==> src/hw/rtl/shared_port_priority_switcher_top_assert.svh <==
// assertion macros for the shared port priority switcher
// expects signals named clock and reset in the including module
`ifndef SHARED_PORT_PRIORITY_SWITCHER_TOP_ASSERT_SVH
`define SHARED_PORT_PRIORITY_SWITCHER_TOP_ASSERT_SVH

// same-cycle implication, checked outside reset
`define SPS_ASSERT_IMP(lbl, ante, cons, msg) \
   lbl: assert property (@(posedge clock) disable iff (reset) (ante) |-> (cons)) \
      else $error(msg);

// next-cycle implication, checked outside reset
`define SPS_ASSERT_NXT(lbl, ante, cons, msg) \
   lbl: assert property (@(posedge clock) disable iff (reset) (ante) |=> (cons)) \
      else $error(msg);

`endif

==> src/hw/rtl/sps_pkg.sv <==
// shared definitions for the shared port priority switcher
// opcodes, field widths and reset constants; no dependencies
package sps_pkg;

   localparam int OPCODE_W = 3;
   localparam int DEV_W    = 4;
   localparam int SPEED_W  = 24;
   localparam int PRIO_W   = 8;
   localparam int TIME_W   = 20;
   localparam int GUARD_W  = 22;
   localparam int CUR_W    = 5;

   localparam int SLOT_COUNT_DEFAULT = 16;

   localparam logic [OPCODE_W-1:0] OP_REGISTER  = 3'd0;
   localparam logic [OPCODE_W-1:0] OP_SET_SPEED = 3'd1;
   localparam logic [OPCODE_W-1:0] OP_SET_PRIO  = 3'd2;
   localparam logic [OPCODE_W-1:0] OP_SET_INTR  = 3'd3;
   localparam logic [OPCODE_W-1:0] OP_TICK      = 3'd4;
   localparam logic [OPCODE_W-1:0] OP_QUERY     = 3'd5;

   localparam logic [TIME_W-1:0]  GUARD_RESET_US = 20'd50000;
   localparam logic [SPEED_W-1:0] SPEED_RESET    = 24'd9600;

endpackage

==> src/hw/rtl/shared_port_priority_switcher_top.sv <==
// shared port priority switcher, single module
// depends on sps_pkg and shared_port_priority_switcher_top_assert.svh
`include "shared_port_priority_switcher_top_assert.svh"
// usage
//   req_* channel: one operation per transfer (register, set speed, set
//   priority, set interruptible, tick, query). req_stall is high while an
//   operation is being worked on; a new transfer is taken only when idle.
//   rsp_* channel: exactly one result per operation, held in an output
//   register until the receiver takes it. while rsp_stall holds a result,
//   the next operation is still accepted and worked on; it waits at the
//   end for the output register to free up.
//   csr_* channel: guard time in microseconds, always ready.
//   steps: a tick makes up to three slot passes (switching/owner pass,
//   priority pass through the priority memory, lowest-owner pass); every
//   other operation makes the lowest-owner pass, set speed after a read
//   and compare in the speed memory.
//   throughput: the next transfer is taken only after the result is
//   loaded, so one operation is worked on at a time.
//   the pace is set by the one shared slot scanner, which visits one slot
//   per cycle, and by the registered read port of the slot memories.
//   reset: all slots unregistered, interruptible, 9600 baud, priority 0,
//   guard countdown and guard time 50000 us; no clearing pass is needed.
//
module shared_port_priority_switcher_top
   import sps_pkg::*;
#(
   parameter int SLOT_COUNT = SLOT_COUNT_DEFAULT
) (
   input  logic                      clock,
   input  logic                      reset,
   // operation channel
   input  logic                      req_valid,
   output logic                      req_stall,
   input  logic [OPCODE_W-1:0]       req_opcode,
   input  logic [DEV_W-1:0]          req_device,
   input  logic [SPEED_W-1:0]        req_speed,
   input  logic [PRIO_W-1:0]         req_priority_req,
   input  logic                      req_interruptible,
   input  logic [TIME_W-1:0]         req_delta_us,
   // result channel
   output logic                      rsp_valid,
   input  logic                      rsp_stall,
   output logic                      rsp_mux_select_valid,
   output logic [DEV_W-1:0]          rsp_mux_select_device,
   output logic                      rsp_speed_set_valid,
   output logic [SPEED_W-1:0]        rsp_speed_value,
   output logic signed [CUR_W-1:0]   rsp_current_device,
   output logic                      rsp_queried_current,
   output logic                      rsp_queried_switching,
   // guard time register
   input  logic                      csr_valid,
   output logic                      csr_ready,
   input  logic [TIME_W-1:0]         csr_data
);

   localparam int SW = $clog2(SLOT_COUNT);
   localparam int CW = $clog2(SLOT_COUNT + 1);
   localparam int LW = (CW > DEV_W) ? CW : DEV_W;
   localparam logic [CW-1:0] LAST_CNT = CW'(SLOT_COUNT - 1);
   localparam logic [CW-1:0] END_CNT  = CW'(SLOT_COUNT);
   localparam logic [LW-1:0] SLOT_LIM = LW'(SLOT_COUNT);

   // sequencer states
   localparam logic [3:0] ST_IDLE    = 4'd0;
   localparam logic [3:0] ST_EXEC    = 4'd1;
   localparam logic [3:0] ST_SSCAN   = 4'd2;
   localparam logic [3:0] ST_STICK   = 4'd3;
   localparam logic [3:0] ST_PLOAD   = 4'd4;
   localparam logic [3:0] ST_PSCAN   = 4'd5;
   localparam logic [3:0] ST_PDECIDE = 4'd6;
   localparam logic [3:0] ST_PEMIT   = 4'd7;
   localparam logic [3:0] ST_SRD     = 4'd8;
   localparam logic [3:0] ST_SCMP    = 4'd9;
   localparam logic [3:0] ST_FIND    = 4'd10;
   localparam logic [3:0] ST_RESP    = 4'd11;

   // control state
   logic [3:0]              state_ff, state_in;
   logic [CW-1:0]           cnt_ff, cnt_in;
   logic [SLOT_COUNT-1:0]   valid_ff, valid_in;
   logic [SLOT_COUNT-1:0]   owner_ff, owner_in;
   logic [SLOT_COUNT-1:0]   switching_ff, switching_in;
   logic [SLOT_COUNT-1:0]   preempt_ff, preempt_in;
   logic [SLOT_COUNT-1:0]   prio_set_ff, prio_set_in;
   logic [SLOT_COUNT-1:0]   spd_set_ff, spd_set_in;
   logic signed [GUARD_W-1:0] guard_ff, guard_in;
   logic [TIME_W-1:0]       guard_time_ff, guard_time_in;
   logic                    rsp_valid_ff, rsp_valid_in;

   // scan bookkeeping
   logic                    sw_found_ff, sw_found_in;
   logic [SW-1:0]           sw_idx_ff, sw_idx_in;
   logic                    cur_found_ff, cur_found_in;
   logic [SW-1:0]           cur_idx_ff, cur_idx_in;
   logic                    stop_ff, stop_in;
   logic [SW-1:0]           best_idx_ff, best_idx_in;
   logic [PRIO_W-1:0]       best_prio_ff, best_prio_in;
   logic                    out_found_ff, out_found_in;
   logic [SW-1:0]           out_idx_ff, out_idx_in;

   // per-item result accumulation
   logic                    sel_v_ff, sel_v_in;
   logic [DEV_W-1:0]        sel_dev_ff, sel_dev_in;
   logic                    spd_v_ff, spd_v_in;
   logic [SPEED_W-1:0]      spd_val_ff, spd_val_in;

   // latched operation
   logic [OPCODE_W-1:0]     op_ff;
   logic [DEV_W-1:0]        dev_ff;
   logic [SPEED_W-1:0]      speed_ff;
   logic [PRIO_W-1:0]       prio_ff;
   logic                    intr_ff;
   logic [TIME_W-1:0]       delta_ff;

   // output register payload
   logic                    rsp_sel_v_ff;
   logic [DEV_W-1:0]        rsp_sel_dev_ff;
   logic                    rsp_spd_v_ff;
   logic [SPEED_W-1:0]      rsp_spd_val_ff;
   logic signed [CUR_W-1:0] rsp_cur_ff;
   logic                    rsp_qcur_ff;
   logic                    rsp_qsw_ff;

   // slot memories, one read and one write port each
   logic [PRIO_W-1:0]       prio_mem [SLOT_COUNT];
   logic [SPEED_W-1:0]      speed_mem [SLOT_COUNT];
   logic [SW-1:0]           prio_addr, spd_addr;
   logic                    prio_we, spd_we;
   logic [PRIO_W-1:0]       prio_rd_ff;
   logic                    prio_ok_ff;
   logic [SPEED_W-1:0]      spd_rd_ff;
   logic                    spd_ok_ff;
   logic [PRIO_W-1:0]       prio_q;
   logic [SPEED_W-1:0]      spd_q;

   logic                    req_xfer, rsp_load;
   logic [SW-1:0]           dev_idx, scan_idx, prev_idx, start_idx;
   logic                    in_range, dev_ok;
   logic                    take_over;

   assign req_stall = (state_ff != ST_IDLE);
   assign req_xfer  = req_valid && !req_stall;
   assign csr_ready = 1'b1;

   assign dev_idx   = SW'(dev_ff);
   assign in_range  = LW'(dev_ff) < SLOT_LIM;
   assign dev_ok    = in_range && valid_ff[dev_idx];
   assign scan_idx  = SW'(cnt_ff);
   assign prev_idx  = SW'(cnt_ff - 1'b1);
   // selection starts at the current owner, else at slot 0 even if unregistered
   assign start_idx = cur_found_ff ? cur_idx_ff : '0;

   // entries never written read as their reset values
   assign prio_q = prio_ok_ff ? prio_rd_ff : '0;
   assign spd_q  = spd_ok_ff ? spd_rd_ff : SPEED_RESET;

   assign take_over = valid_ff[best_idx_ff] && (!cur_found_ff || best_idx_ff != cur_idx_ff);

   // memory read addresses follow the sequencer
   always_comb begin
      prio_addr = '0;
      if (state_ff == ST_PLOAD) begin
         prio_addr = start_idx;
      end else if (state_ff == ST_PSCAN && cnt_ff != END_CNT) begin
         prio_addr = scan_idx;
      end
      spd_addr = '0;
      if (state_ff == ST_SRD) begin
         spd_addr = dev_idx;
      end else if (state_ff == ST_PDECIDE) begin
         spd_addr = best_idx_ff;
      end
   end

   // sequencer
   always_comb begin
      state_in      = state_ff;
      cnt_in        = '0;
      valid_in      = valid_ff;
      owner_in      = owner_ff;
      switching_in  = switching_ff;
      preempt_in    = preempt_ff;
      prio_set_in   = prio_set_ff;
      spd_set_in    = spd_set_ff;
      guard_in      = guard_ff;
      guard_time_in = guard_time_ff;
      sw_found_in   = sw_found_ff;
      sw_idx_in     = sw_idx_ff;
      cur_found_in  = cur_found_ff;
      cur_idx_in    = cur_idx_ff;
      stop_in       = stop_ff;
      best_idx_in   = best_idx_ff;
      best_prio_in  = best_prio_ff;
      out_found_in  = out_found_ff;
      out_idx_in    = out_idx_ff;
      sel_v_in      = sel_v_ff;
      sel_dev_in    = sel_dev_ff;
      spd_v_in      = spd_v_ff;
      spd_val_in    = spd_val_ff;
      prio_we       = 1'b0;
      spd_we        = 1'b0;
      rsp_load      = 1'b0;
      // output register empties on a transfer
      rsp_valid_in  = rsp_valid_ff && rsp_stall;

      if (csr_valid) begin
         guard_time_in = csr_data;
      end

      unique case (state_ff)
         ST_IDLE: begin
            if (req_xfer) begin
               sel_v_in     = 1'b0;
               sel_dev_in   = '0;
               spd_v_in     = 1'b0;
               spd_val_in   = '0;
               sw_found_in  = 1'b0;
               cur_found_in = 1'b0;
               stop_in      = 1'b0;
               out_found_in = 1'b0;
               state_in     = ST_EXEC;
            end
         end
         ST_EXEC: begin
            unique case (op_ff)
               OP_TICK: begin
                  state_in = ST_SSCAN;
               end
               OP_REGISTER: begin
                  if (in_range) begin
                     valid_in[dev_idx] = 1'b1;
                  end
                  state_in = ST_FIND;
               end
               OP_SET_SPEED: begin
                  state_in = dev_ok ? ST_SRD : ST_FIND;
               end
               OP_SET_PRIO: begin
                  if (dev_ok) begin
                     prio_we              = 1'b1;
                     prio_set_in[dev_idx] = 1'b1;
                  end
                  state_in = ST_FIND;
               end
               OP_SET_INTR: begin
                  if (dev_ok) begin
                     preempt_in[dev_idx] = intr_ff;
                  end
                  state_in = ST_FIND;
               end
               OP_QUERY: begin
                  state_in = ST_FIND;
               end
               default: begin
                  state_in = ST_FIND;
               end
            endcase
         end
         ST_SSCAN: begin
            // highest switching slot, and the owner walk with its early stop
            if (valid_ff[scan_idx] && switching_ff[scan_idx]) begin
               sw_found_in = 1'b1;
               sw_idx_in   = scan_idx;
            end
            if (!stop_ff && valid_ff[scan_idx] && owner_ff[scan_idx]) begin
               cur_found_in = 1'b1;
               cur_idx_in   = scan_idx;
               if (!preempt_ff[scan_idx]) begin
                  stop_in = 1'b1;
               end
            end
            if (cnt_ff == LAST_CNT) begin
               state_in = ST_STICK;
            end else begin
               cnt_in = cnt_ff + 1'b1;
            end
         end
         ST_STICK: begin
            if (sw_found_ff) begin
               if (guard_ff[GUARD_W-1] || guard_ff == '0) begin
                  switching_in[sw_idx_ff] = 1'b0;
                  owner_in[sw_idx_ff]     = 1'b1;
               end else begin
                  guard_in = guard_ff - $signed({2'b00, delta_ff});
               end
               state_in = ST_FIND;
            end else if (stop_ff) begin
               // owner cannot be preempted
               state_in = ST_FIND;
            end else begin
               best_idx_in = start_idx;
               state_in    = ST_PLOAD;
            end
         end
         ST_PLOAD: begin
            state_in = ST_PSCAN;
         end
         ST_PSCAN: begin
            // read data is registered, so it belongs to the previous address
            if (cnt_ff == '0) begin
               best_prio_in = prio_q;
            end else if (valid_ff[prev_idx] && prio_q > best_prio_ff) begin
               best_idx_in  = prev_idx;
               best_prio_in = prio_q;
            end
            if (cnt_ff == END_CNT) begin
               state_in = ST_PDECIDE;
            end else begin
               cnt_in = cnt_ff + 1'b1;
            end
         end
         ST_PDECIDE: begin
            if (take_over) begin
               if (cur_found_ff) begin
                  owner_in[cur_idx_ff]     = 1'b0;
                  switching_in[cur_idx_ff] = 1'b0;
               end
               owner_in[best_idx_ff]     = 1'b0;
               switching_in[best_idx_ff] = 1'b1;
               sel_v_in   = 1'b1;
               sel_dev_in = DEV_W'(best_idx_ff);
               guard_in   = $signed({2'b00, guard_time_ff});
               state_in   = ST_PEMIT;
            end else begin
               state_in = ST_FIND;
            end
         end
         ST_PEMIT: begin
            spd_v_in   = 1'b1;
            spd_val_in = spd_q;
            state_in   = ST_FIND;
         end
         ST_SRD: begin
            state_in = ST_SCMP;
         end
         ST_SCMP: begin
            if (spd_q != speed_ff) begin
               spd_we              = 1'b1;
               spd_set_in[dev_idx] = 1'b1;
               if (switching_ff[dev_idx]) begin
                  guard_in   = $signed({2'b00, guard_time_ff});
                  spd_v_in   = 1'b1;
                  spd_val_in = speed_ff;
               end else if (owner_ff[dev_idx]) begin
                  owner_in[dev_idx]     = 1'b0;
                  switching_in[dev_idx] = 1'b1;
                  guard_in   = $signed({2'b00, guard_time_ff});
                  spd_v_in   = 1'b1;
                  spd_val_in = speed_ff;
               end
            end
            state_in = ST_FIND;
         end
         ST_FIND: begin
            // lowest registered current slot
            if (!out_found_ff && valid_ff[scan_idx] && owner_ff[scan_idx]) begin
               out_found_in = 1'b1;
               out_idx_in   = scan_idx;
            end
            if (cnt_ff == LAST_CNT) begin
               state_in = ST_RESP;
            end else begin
               cnt_in = cnt_ff + 1'b1;
            end
         end
         ST_RESP: begin
            if (!rsp_valid_ff || !rsp_stall) begin
               rsp_load     = 1'b1;
               rsp_valid_in = 1'b1;
               state_in     = ST_IDLE;
            end
         end
         default: begin
            state_in = ST_IDLE;
         end
      endcase
   end

   always_ff @(posedge clock) begin
      if (reset) begin
         state_ff      <= ST_IDLE;
         cnt_ff        <= '0;
         valid_ff      <= '0;
         owner_ff      <= '0;
         switching_ff  <= '0;
         preempt_ff    <= '1;
         prio_set_ff   <= '0;
         spd_set_ff    <= '0;
         guard_ff      <= $signed({2'b00, GUARD_RESET_US});
         guard_time_ff <= GUARD_RESET_US;
         rsp_valid_ff  <= 1'b0;
         sw_found_ff   <= 1'b0;
         cur_found_ff  <= 1'b0;
         stop_ff       <= 1'b0;
         out_found_ff  <= 1'b0;
         sel_v_ff      <= 1'b0;
         spd_v_ff      <= 1'b0;
      end else begin
         state_ff      <= state_in;
         cnt_ff        <= cnt_in;
         valid_ff      <= valid_in;
         owner_ff      <= owner_in;
         switching_ff  <= switching_in;
         preempt_ff    <= preempt_in;
         prio_set_ff   <= prio_set_in;
         spd_set_ff    <= spd_set_in;
         guard_ff      <= guard_in;
         guard_time_ff <= guard_time_in;
         rsp_valid_ff  <= rsp_valid_in;
         sw_found_ff   <= sw_found_in;
         cur_found_ff  <= cur_found_in;
         stop_ff       <= stop_in;
         out_found_ff  <= out_found_in;
         sel_v_ff      <= sel_v_in;
         spd_v_ff      <= spd_v_in;
      end
   end

   // payload registers, no reset
   always_ff @(posedge clock) begin
      sw_idx_ff    <= sw_idx_in;
      cur_idx_ff   <= cur_idx_in;
      best_idx_ff  <= best_idx_in;
      best_prio_ff <= best_prio_in;
      out_idx_ff   <= out_idx_in;
      sel_dev_ff   <= sel_dev_in;
      spd_val_ff   <= spd_val_in;
      if (req_xfer) begin
         op_ff    <= req_opcode;
         dev_ff   <= req_device;
         speed_ff <= req_speed;
         prio_ff  <= req_priority_req;
         intr_ff  <= req_interruptible;
         delta_ff <= req_delta_us;
      end
      if (rsp_load) begin
         rsp_sel_v_ff   <= sel_v_ff;
         rsp_sel_dev_ff <= sel_dev_ff;
         rsp_spd_v_ff   <= spd_v_ff;
         rsp_spd_val_ff <= spd_val_ff;
         rsp_cur_ff     <= out_found_ff ? $signed(CUR_W'(out_idx_ff)) : '1;
         rsp_qcur_ff    <= dev_ok && owner_ff[dev_idx];
         rsp_qsw_ff     <= dev_ok && switching_ff[dev_idx];
      end
   end

   // slot memories
   always_ff @(posedge clock) begin
      prio_rd_ff <= prio_mem[prio_addr];
      prio_ok_ff <= prio_set_ff[prio_addr];
      if (prio_we) begin
         prio_mem[dev_idx] <= prio_ff;
      end
   end

   always_ff @(posedge clock) begin
      spd_rd_ff <= speed_mem[spd_addr];
      spd_ok_ff <= spd_set_ff[spd_addr];
      if (spd_we) begin
         speed_mem[dev_idx] <= speed_ff;
      end
   end

   assign rsp_valid             = rsp_valid_ff;
   assign rsp_mux_select_valid  = rsp_sel_v_ff;
   assign rsp_mux_select_device = rsp_sel_dev_ff;
   assign rsp_speed_set_valid   = rsp_spd_v_ff;
   assign rsp_speed_value       = rsp_spd_val_ff;
   assign rsp_current_device    = rsp_cur_ff;
   assign rsp_queried_current   = rsp_qcur_ff;
   assign rsp_queried_switching = rsp_qsw_ff;

   // a slot is never current and being switched to at once
   `SPS_ASSERT_IMP(a_owner_excl_switch, 1'b1, (owner_ff & switching_ff) == '0,
      "slot both current and switching")
   // an accepted transfer starts decoding next cycle
   `SPS_ASSERT_NXT(a_accept_to_exec, req_xfer, state_ff == ST_EXEC,
      "accepted transfer not decoded")
   // a mux select always comes with a speed command
   `SPS_ASSERT_IMP(a_select_has_speed, rsp_valid && rsp_mux_select_valid,
      rsp_speed_set_valid, "select without speed command")
   // a finished result lands in the output register
   `SPS_ASSERT_NXT(a_resp_loads, state_ff == ST_RESP && (!rsp_valid_ff || !rsp_stall),
      rsp_valid_ff && state_ff == ST_IDLE, "result not presented")

endmodule

==> config.mk <==
export PLATFORM = sky130hd
export DESIGN_NAME = shared_port_priority_switcher_top
export DESIGN_NICKNAME = d
export VERILOG_FILES = /design/src/hw/rtl/sps_pkg.sv /design/src/hw/rtl/shared_port_priority_switcher_top.sv
export VERILOG_INCLUDE_DIRS = /design/src /design/src/hw/rtl
export SDC_FILE = /design/constraint.sdc
export NUM_CORES = 1
export LEC_CHECK = 0
export CORE_MARGIN = 5
export CORE_UTILIZATION = 45
export DETAILED_ROUTE_END_ITERATION = 12
export DONT_BUFFER_PORTS = 1
export GPL_ROUTABILITY_DRIVEN = 0
export PLACE_DENSITY_LB_ADDON = 0.12
export SKIP_LAST_GASP = 1
export SYNTH_ARGS = -nofsm -noshare
export SYNTH_HDL_FRONTEND = slang
export SYNTH_SLANG_ARGS = --single-unit
==> constraint.sdc <==
create_clock -name clock -period 9.1 [get_ports clock]
set_input_delay 2.73 -clock clock [delete_from_list [all_inputs] [get_ports clock]]
set_output_delay 2.73 -clock clock [all_outputs]
set_load 0.02 [all_outputs]
# Word level (Yosys, flattened, before mapping)
# Memories as Yosys holds them, arrays and structs flattened. A register that Yosys moved wholly into a read port is not among the register bits.
# Cells that the tools add are included.
dict set report word_totals {
  regBits 305
  mem_bits_rw 512
  input_bits 85
  n_memories 2
}
# name depth width rd rd_clocked_by_memory_dff wr line_no
set mem_list {}
lappend mem_list {speed_mem 16 24 1 1 1 shared_port_priority_switcher_top.sv:126} ;# logic [SPEED_W-1:0] speed_mem [SLOT_COUNT];
lappend mem_list {prio_mem 16 8 1 1 1 shared_port_priority_switcher_top.sv:125} ;# logic [PRIO_W-1:0] prio_mem [SLOT_COUNT];
dict set report classes {
  addsub 3
  magnitude_cmp 13
  n_eq_ne 41
  muxes 124
  bitwise 15
  reduce_logical 57
}
# op n
set op_table {}
lappend op_table {{$mux W16} 18}
lappend op_table {{$mux W22} 6}
lappend op_table {{$mux W24} 5}
lappend op_table {{$or A16 B16 Y16} 6}
lappend op_table {{$pmux W16 S3} 2}
lappend op_table {{$and A16 B16 Y16} 5}
lappend op_table {{$mux W4} 19}
lappend op_table {{$pmux W24 S3} 1}
lappend op_table {{$pmux W22 S3} 1}
lappend op_table {{$not A16 Y16} 4}
lappend op_table {{$bmux W1 S4} 11}
lappend op_table {{$pmux W4 S11} 1}
lappend op_table {{$lt A4 B5 Y1 const B} 8}
lappend op_table {{$mux W1} 38}
lappend op_table {{$ne A2 B2 Y1 const B} 18}
lappend op_table {{$mux W8} 3}
lappend op_table {{$ne A24 B24 Y1} 1}
lappend op_table {{$pmux W4 S2} 3}
lappend op_table {{$logic_not A22 Y1} 1}
lappend op_table {{$sub A22 B21 Y22} 1}
lappend op_table {{$reduce_and A3 Y1} 6}
lappend op_table {{$bwmux W16} 1}
lappend op_table {{$demux W1 S4} 4}
lappend op_table {{$eq A4 B3 Y1 const B} 4}
lappend op_table {{other kinds (36)} 86}

# Longest topological paths before layout
# Gate-level depths: netlist (run 1).
dict set report depth {
  depth_word 12
  depth_mapped 14
  mapped_depth_nobuf 10
}

# Worst setup path after synthesis (run 1)
# Ideal clock, no wire load.
dict set report synth_timing {
  kind {input -> register}
  startpoint {input port rsp_stall}
  endpoint {register rsp_cur_ff[0], in the netlist rsp_current_device[0] (enable)}
  setup_time_ns 0.444
  arrival_ns 4.519
  required_time_ns 8.656
  path_slack_ns 4.137
  stages 1
  path_buffers 0
  cell_sequence {a21oi_1}
}
dict set report synth_via {
  elab_chain_len 4
}
# element line_no
set synth_lines {}
lappend synth_lines {{from (decl)} shared_port_priority_switcher_top.sv:42} ;# input logic rsp_stall,
lappend synth_lines {{$logic_not A1 Y1} shared_port_priority_switcher_top.sv:367} ;# if (!rsp_valid_ff || !rsp_stall) begin
lappend synth_lines {{$logic_or A1 B1 Y1} shared_port_priority_switcher_top.sv:367}
lappend synth_lines {{$mux W1} shared_port_priority_switcher_top.sv:367}
lappend synth_lines {{$mux W1} shared_port_priority_switcher_top.sv:210} ;# unique case (state_ff)
lappend synth_lines {{to (signal assigned)} shared_port_priority_switcher_top.sv:441} ;# rsp_cur_ff <= out_found_ff ? $signed(CUR_W'(out_idx_ff)) : '1;
lappend synth_lines {{to (decl)} shared_port_priority_switcher_top.sv:120} ;# logic signed [CUR_W-1:0] rsp_cur_ff;
# No other way between the ends.
# A chain may end at the register's enable or synchronous reset.

# Worst setup path after layout (run 1)
dict set report layout_timing {
  startpoint {register state_ff[0]}
  endpoint {output port req_stall}
}
dict set report layout_via {
  elab_chain_len 1
}
# element line_no
set layout_lines {}
lappend layout_lines {{from (decl)} shared_port_priority_switcher_top.sv:78} ;# logic [3:0] state_ff, state_in;
lappend layout_lines {{from (signal assigned)} shared_port_priority_switcher_top.sv:399} ;# state_ff <= state_in;
lappend layout_lines {{$reduce_bool A4 Y1} shared_port_priority_switcher_top.sv:141} ;# assign req_stall = (state_ff != ST_IDLE);
lappend layout_lines {{to (decl)} shared_port_priority_switcher_top.sv:33} ;# output logic req_stall,
# No other way between the ends.

==> results of run 1 <==
registers in the layout (all words and copies together), names as in the netlist, 16 cells and up:
name / count
speed_mem: 384
prio_mem: 128
rsp_speed_value: 24
spd_rd_ff: 24
spd_val_ff: 24
speed_ff: 24
guard_ff: 22
delta_ff: 20
guard_time_ff: 20
owner_ff: 16
preempt_ff: 16
prio_set_ff: 16
spd_set_ff: 16
switching_ff: 16
valid_ff: 16
final timing paths:
| kind | to | start |
|---|---|---|
| max reg2reg | spd_rd_ff[3] | state_ff[3] |
| min reg2reg | rsp_mux_select_device[0] | sel_dev_ff[0] |
| min | rsp_mux_select_device[0] | sel_dev_ff[0] |
| max | req_stall | state_ff[0] |
layout make-up:
type | instances | area [µm²]
fillers | 6667 | 39800
flip-flops and latches | 849 | 23600
multi-input cells | 1447 | 12000
clock buffers | 120 | 2480
well taps | 1060 | 1330
clock inverters | 51 | 519
repair buffers | 46 | 358
inverters | 54 | 204
diodes | 2 | 5.00
layout by cell type, fill, tap and decap left out, types with 31 or more instances in the layout:
cell type	Yosys	final
edfxtp_1	661	661
nand2_1	204	203
dfxtp_1	188	187
mux2i_1	157	157
mux4_2	137	137
a21oi_1	134	132
nor2_1	138	118
clkbuf_16	0	92
nand3_1	69	69
o21ai_0	54	54
inv_1	53	52
a31oi_1	51	51
buf_4	12	45
and2_1	43	43
nor3_1	40	39
a211oi_1	35	35
ha_1	33	33
o21a_1	31	31
nand2b_1	31	31
nor2_4	12	31
critical path: cells and delay by family, from the launching register on:
kind	cells	cell delay (ps)
DFF	1	1040
and+or+nand+nor	2	520
power groups by stage:
stage / logic, mW / registers [mW] / clock network, mW
floorplan: 1.03 / 4.84 / 0
finish: 1.35 / 4.96 / 3.68
CTS: 1.35 / 4.96 / 3.75
detailed placement: 1.34 / 5.04 / 0
global route: 1.46 / 5.00 / 3.93
global placement: 1.31 / 5.02 / 0
kinds of logic (layout without fill, tap and decap cells):
logic type / count (synthesis) / count (layout)
and+or+nand+nor: 623 / 623
adders and majority gates: 34 / 34
other: 1 / 3
AOI/OAI and AO/OA: 463 / 463
muxes: 300 / 300
DFF: 849 / 849
buffers and inverters: 204 / 271
xor gates and xnor gates: 26 / 26
per-stage QoR:
stage / power (mW) / setup WS (ps) / cell area [µm²] / utilization [%] / hold WS (ps)
after floorplan: 5.87 / 4140 / 36400 / - / 400
after global placement: 6.34 / 4710 / 37500 / 46.7 / 410
after detailed placement: 6.38 / 4630 / 37500 / 46.7 / 409
after CTS: 10.1 / 4160 / 40500 / 50.4 / 427
after global routing: 10.4 / 4050 / 40500 / 50.4 / 434
final: 9.99 / 4160 / 40500 / 50.4 / 425
per-layer routing:
layer | wire, µm | up-vias | global-route usage [%] | part of all wire (%)
met5 | 27 | - | 0 | 0.028
met4 | 3010 | 4 | 6.36 | 3.1
met3 | 6620 | 201 | 4.11 | 6.9
met2 | 45700 | 813 | 35.2 | 47
met1 | 40900 | 11335 | 30.4 | 42
li1 | - | 9713 | - | -
==> flow_summary.toml, run 1 <==
[pwr]
power.switching_mw = 2.77
max-vdd-ir-drop_mv = 0.195
leakagePower_nw = 13.8
p_comb_share_pct = 13.5
p_per_area_mw_per_mm2 = 247
seqPwrFrac_pct = 49.7
clockPowerShare_pct = 36.8
p_int_mw = 7.21
switching_share_pct = 27.8

[clocking]
clockBufferDepth = 3
numClockSinks = 849
cts_setup_buffers = 0
tritoncts = "built"
cts_root_buf = "clkbuf_16"
htreeDepth = 3
tritoncts.num_buffers = 91
clock_latency_ps = 650
hold_buffers = 0
ctsResizeCount = 0
path_clk_slew_ps = 60

[synthesis]
synth_most_common_cell = "edfxtp_1"
yosys-top-cells-area = "edfxtp_1, dfxtp_1, mux4_2"
synth-simple-area-share_pct = 8.39
synth_cell_type_count = 87
synthXorXnorAreaFrac_pct = 0.626
syn_area_per_cell_um2 = 14.5
syn-num-nets = 2619
synth.mux.area_fraction_pct = 13.2
netlist.area_leader.share_pct = 54.6
async_reset_ff_share_pct = 0
seq_area_frac_synth_pct = 64.9
ys_top_cells_by_count = "edfxtp_1, nand2_1, dfxtp_1, mux2i_1, nor2_1"
synth-compound-area-share_pct = 8.94
synth_edf_count = 661
synth_ff_type = "edfxtp_1"
yosys.area.top_type = "edfxtp_1"
ys_ff_latch = 849
syn_inst = 2500
yosys_warnings = 0
synth_fa_ha_area_share_pct = 1.19
synth_top_family_by_area = "multiplexers"
synth_area_mm2 = 0.0364

[critical_path]
cp_max_fo = 25
path_class = "reg -> out"
critical_path.slowest_cell = "dfxtp_1"
rr_worst_depth = 9
crit_arrival_ps = 2210
crit_path_max_incr_delay_ps = 1040
r2r_slack_ps = 5050
endpoint_kind = "primary output"
crit_path_cell_trace = "nor2_1 -> nand2_1"
worst_ep_required_time_ps = 6370
crit_path_start_kind = "flop"

[route]
first_pass_iters = 5
via_per_inst = 6.08
postRouteAntennaNets = 0
drt_iter0_drc = 2313
wl_mm = 96.3
post-route-drc-count = 0
vias = 22066
wl_per_cell_um = 26.5

[placement]
io_buffers = 0
post-place-cells = 3456
dp_hpwl_mm = 57.6

[status]
status = "completed"

[floorplanning]
die_h_um = 294
die_area_mm2 = 0.0866
die_w_um = 294
pin_count = 125
initial_core_util_pct = 45.3
core_area_mm2 = 0.0803
num_rows = 104

[timing]
fin_worst_skew_ps = 31.5
slew_headroom_pct = 8.95
fmax_ghz = 0.202
min_period_over_period_pct = 54.3
finalHoldViolCount = 0
finalSetupViolCount = 0
post-route-min-period_ps = 4940
final.setup.tns_ps = 0
slew_violations = 0
rsz0062_at_grt = "no"
worst_pin_slew_ps = 1360

[worst_hold_path]
hold_depth = 0
hold_path.class = "reg -> reg"

[global_route]
track_usage_pct = 21.8
grt_pass1_vias = 21858
antenna_found_initial = 6
overflow = 0
grt_max_degree = 101
grt_pass1_wl_mm = 142

[cells_and_area]
stdcell_count = 3629
layout.nets = 2608
layout-drive-gt1-share_pct = 16.0
syn_to_final_growth_pct = 11.4

[job]
cap_violations = 0
(Power assumes the default switching activity.)
==> run 2, diff against run 1 <==
==> constraint.sdc (replaced) <==
create_clock -name clock -period 4 [get_ports clock]
set_input_delay 1.2 -clock clock [delete_from_list [all_inputs] [get_ports clock]]
set_output_delay 1.2 -clock clock [all_outputs]
set_load 0.02 [all_outputs]
==> run 2 against run 1 <==
Cell count rose by 0.94%. Clock skew rose by 2.1 ps. Non-clock buffer count rose by 35. Routed wire length rose by 0.70%. Sequential power rose by 130%. Setup slack got worse by 3600 ps. Global-route usage rose by 0.30 points. Sequential share of layout area fell by 0.48 points. Clock power rose by 120%. Via count fell by 0.44%. Utilization rose by 0.42 points. Hold slack got worse by 27 ps. Largest cell class unchanged.
==> flow_summary.toml, run 2 (same netlist as run 1, synthesis figures left out) <==
[clocking]
hold_buffers = 0
ctsResizeCount = 0
cts_root_buf = "clkbuf_16"
htreeDepth = 3
path_clk_slew_ps = 60
numClockSinks = 849
tritoncts = "built"
cts_setup_buffers = 0
clockBufferDepth = 3
clock_latency_ps = 650
tritoncts.num_buffers = 91

[cells_and_area]
postLayoutCellArea_mm2 = 0.0408
largest_register_ffs = 384
layout.nets = 2643
layout_commonest_cell = "edfxtp_1"
reg_top3 = "speed_mem: 384 flops, prio_mem: 128 flops"
regMostFlops = "speed_mem"
layout-drive-gt1-share_pct = 16.9
regArea_mm2 = 0.0236
layout.cells.most_common_list = "edfxtp_1, nand2_1, dfxtp_1, mux2i_1, mux4_2"
syn_to_final_growth_pct = 12.3
fill_cells = 6649
multi_input_area_mm2 = 0.0120
post-route-util_pct = 50.8

[route]
wl_per_cell_um = 26.5
wl_mm = 96.9
via_per_inst = 6.00
drt_iter0_drc = 2265
vias = 21970
first_pass_iters = 7
postRouteAntennaNets = 0
post-route-drc-count = 0

[worst_hold_path]
hold_path.class = "reg -> reg"
hp-start = "spd_val_ff[6]"
holdPathEnd = "rsp_speed_value[6]"
hold_depth = 0

[floorplanning]
die_h_um = 294
pin_count = 125
initial_core_util_pct = 45.3
die_area_mm2 = 0.0866
die_w_um = 294
num_rows = 104
core_area_mm2 = 0.0803

[job]
cap_violations = 0

[global_route]
track_usage_pct = 22.1
grt_max_degree = 93
overflow = 0
grt_pass1_vias = 21792
antenna_found_initial = 3
grt_pass1_wl_mm = 144

[timing]
slew_violations = 0
worst_pin_slew_ps = 1190
final.setup.tns_ps = 0
finalSetupViolCount = 0
rsz0062_at_grt = "no"
post-route-min-period_ps = 3440
slew_headroom_pct = 19.9
fmax_ghz = 0.291
min_period_over_period_pct = 85.9
finalHoldViolCount = 0
fin_worst_skew_ps = 33.6

[critical_path]
crit_path_max_incr_delay_ps = 830
cp_top_family = "simple AND/OR/NAND/NOR gates"
crit_path_cell_trace = "nor3b_2 -> a22oi_2 -> nor2_4 -> buf_12 -> mux4_2 -> and2_1 -> a211oi_1 -> a31oi_1"
cp_max_fo = 15
crit_arrival_ps = 3870
critical_path.slowest_cell = "dfxtp_1"
crit_buf_inv = 1
rr_worst_depth = 8
endpoint_kind = "flop"
r2r_slack_ps = 560
path_class = "reg -> reg"
r2r_start = "state_ff[3]"
worst_ep_required_time_ps = 4440
worstReg2RegEnd = "spd_rd_ff[6]"
crit_path_start_kind = "flop"

[pwr]
max-vdd-ir-drop_mv = 0.357
p_per_area_mw_per_mm2 = 559
power_mw = 22.8
leakagePower_nw = 14.0

[placement]
dp_hpwl_mm = 62.9
io_buffers = 0
place_area_mm2 = 0.0379

[status]
status = "completed"
-- run 2: cell count changes in the layout (fill, tap and decap cells not counted), sizes merged --
cell      change
buf          +35
clkinvlp      +1
inv           -2
diode         -1
clkinv       -14
clkbuf       +19
bufinv        -4
-- run 2: metrics by stage --
stage	std cells	hold slack [ps]	setup slack, ps
global placement	3491	401	626
floorplan	2500	400	567
global route	3663	403	435
CTS	3662	391	558
finish	3663	398	564
detailed placement	3491	406	590
-- run 2: final cells by class --
| class | instances | area share, % |
|---|---|---|
| sequential | 849 | 57.8 |
| multi-input combinational | 1447 | 29.4 |
| clock buffer | 139 | 6.44 |
| tap | 1060 | 3.25 |
| timing repair buffer | 81 | 1.83 |
| clock inverter | 32 | 0.778 |
| inverter | 54 | 0.500 |
| antenna | 1 | 0.00613 |
-- run 2: worst max path at each step --
stage                                 end   startpoint  cells past startpoint  slack, ps
global route                 spd_rd_ff[6]  state_ff[3]                      8        440
finish                       spd_rd_ff[6]  state_ff[3]                      8        560
detailed placement           spd_rd_ff[6]  state_ff[3]                      8        590
global placement            spd_rd_ff[16]  state_ff[3]                      8        630
floorplan           rsp_current_device[0]    rsp_stall                      1        570
CTS                          spd_rd_ff[6]  state_ff[3]                      8        560
-- run 2: worst reg2reg max path, delay by kind of cell, from the launching register on --
family                 cells  cell delay [ps]
AND/OR/NAND/NOR            3             1060
AO/OA/AOI/OAI              3              560
flip-flops                 1              830
buffers and inverters      1              270
multiplexers               1              530
-- run 2: metal layers --
layer	wire length, µm	GRT usage, %	vias up	part of all wire [%]
met2	47400	36.4	884	49
met5	13	0	-	0.013
met1	40700	31.0	11123	42
met3	6520	3.46	176	6.7
met4	2370	5.47	2	2.4
li1	-	-	9785	-
-- run 2: where the power goes --
part / internal (mW) / switching (mW)
Clock: 4.76 / 3.50
Combinational: 1.25 / 2.14
Sequential: 10.4 / 0.753
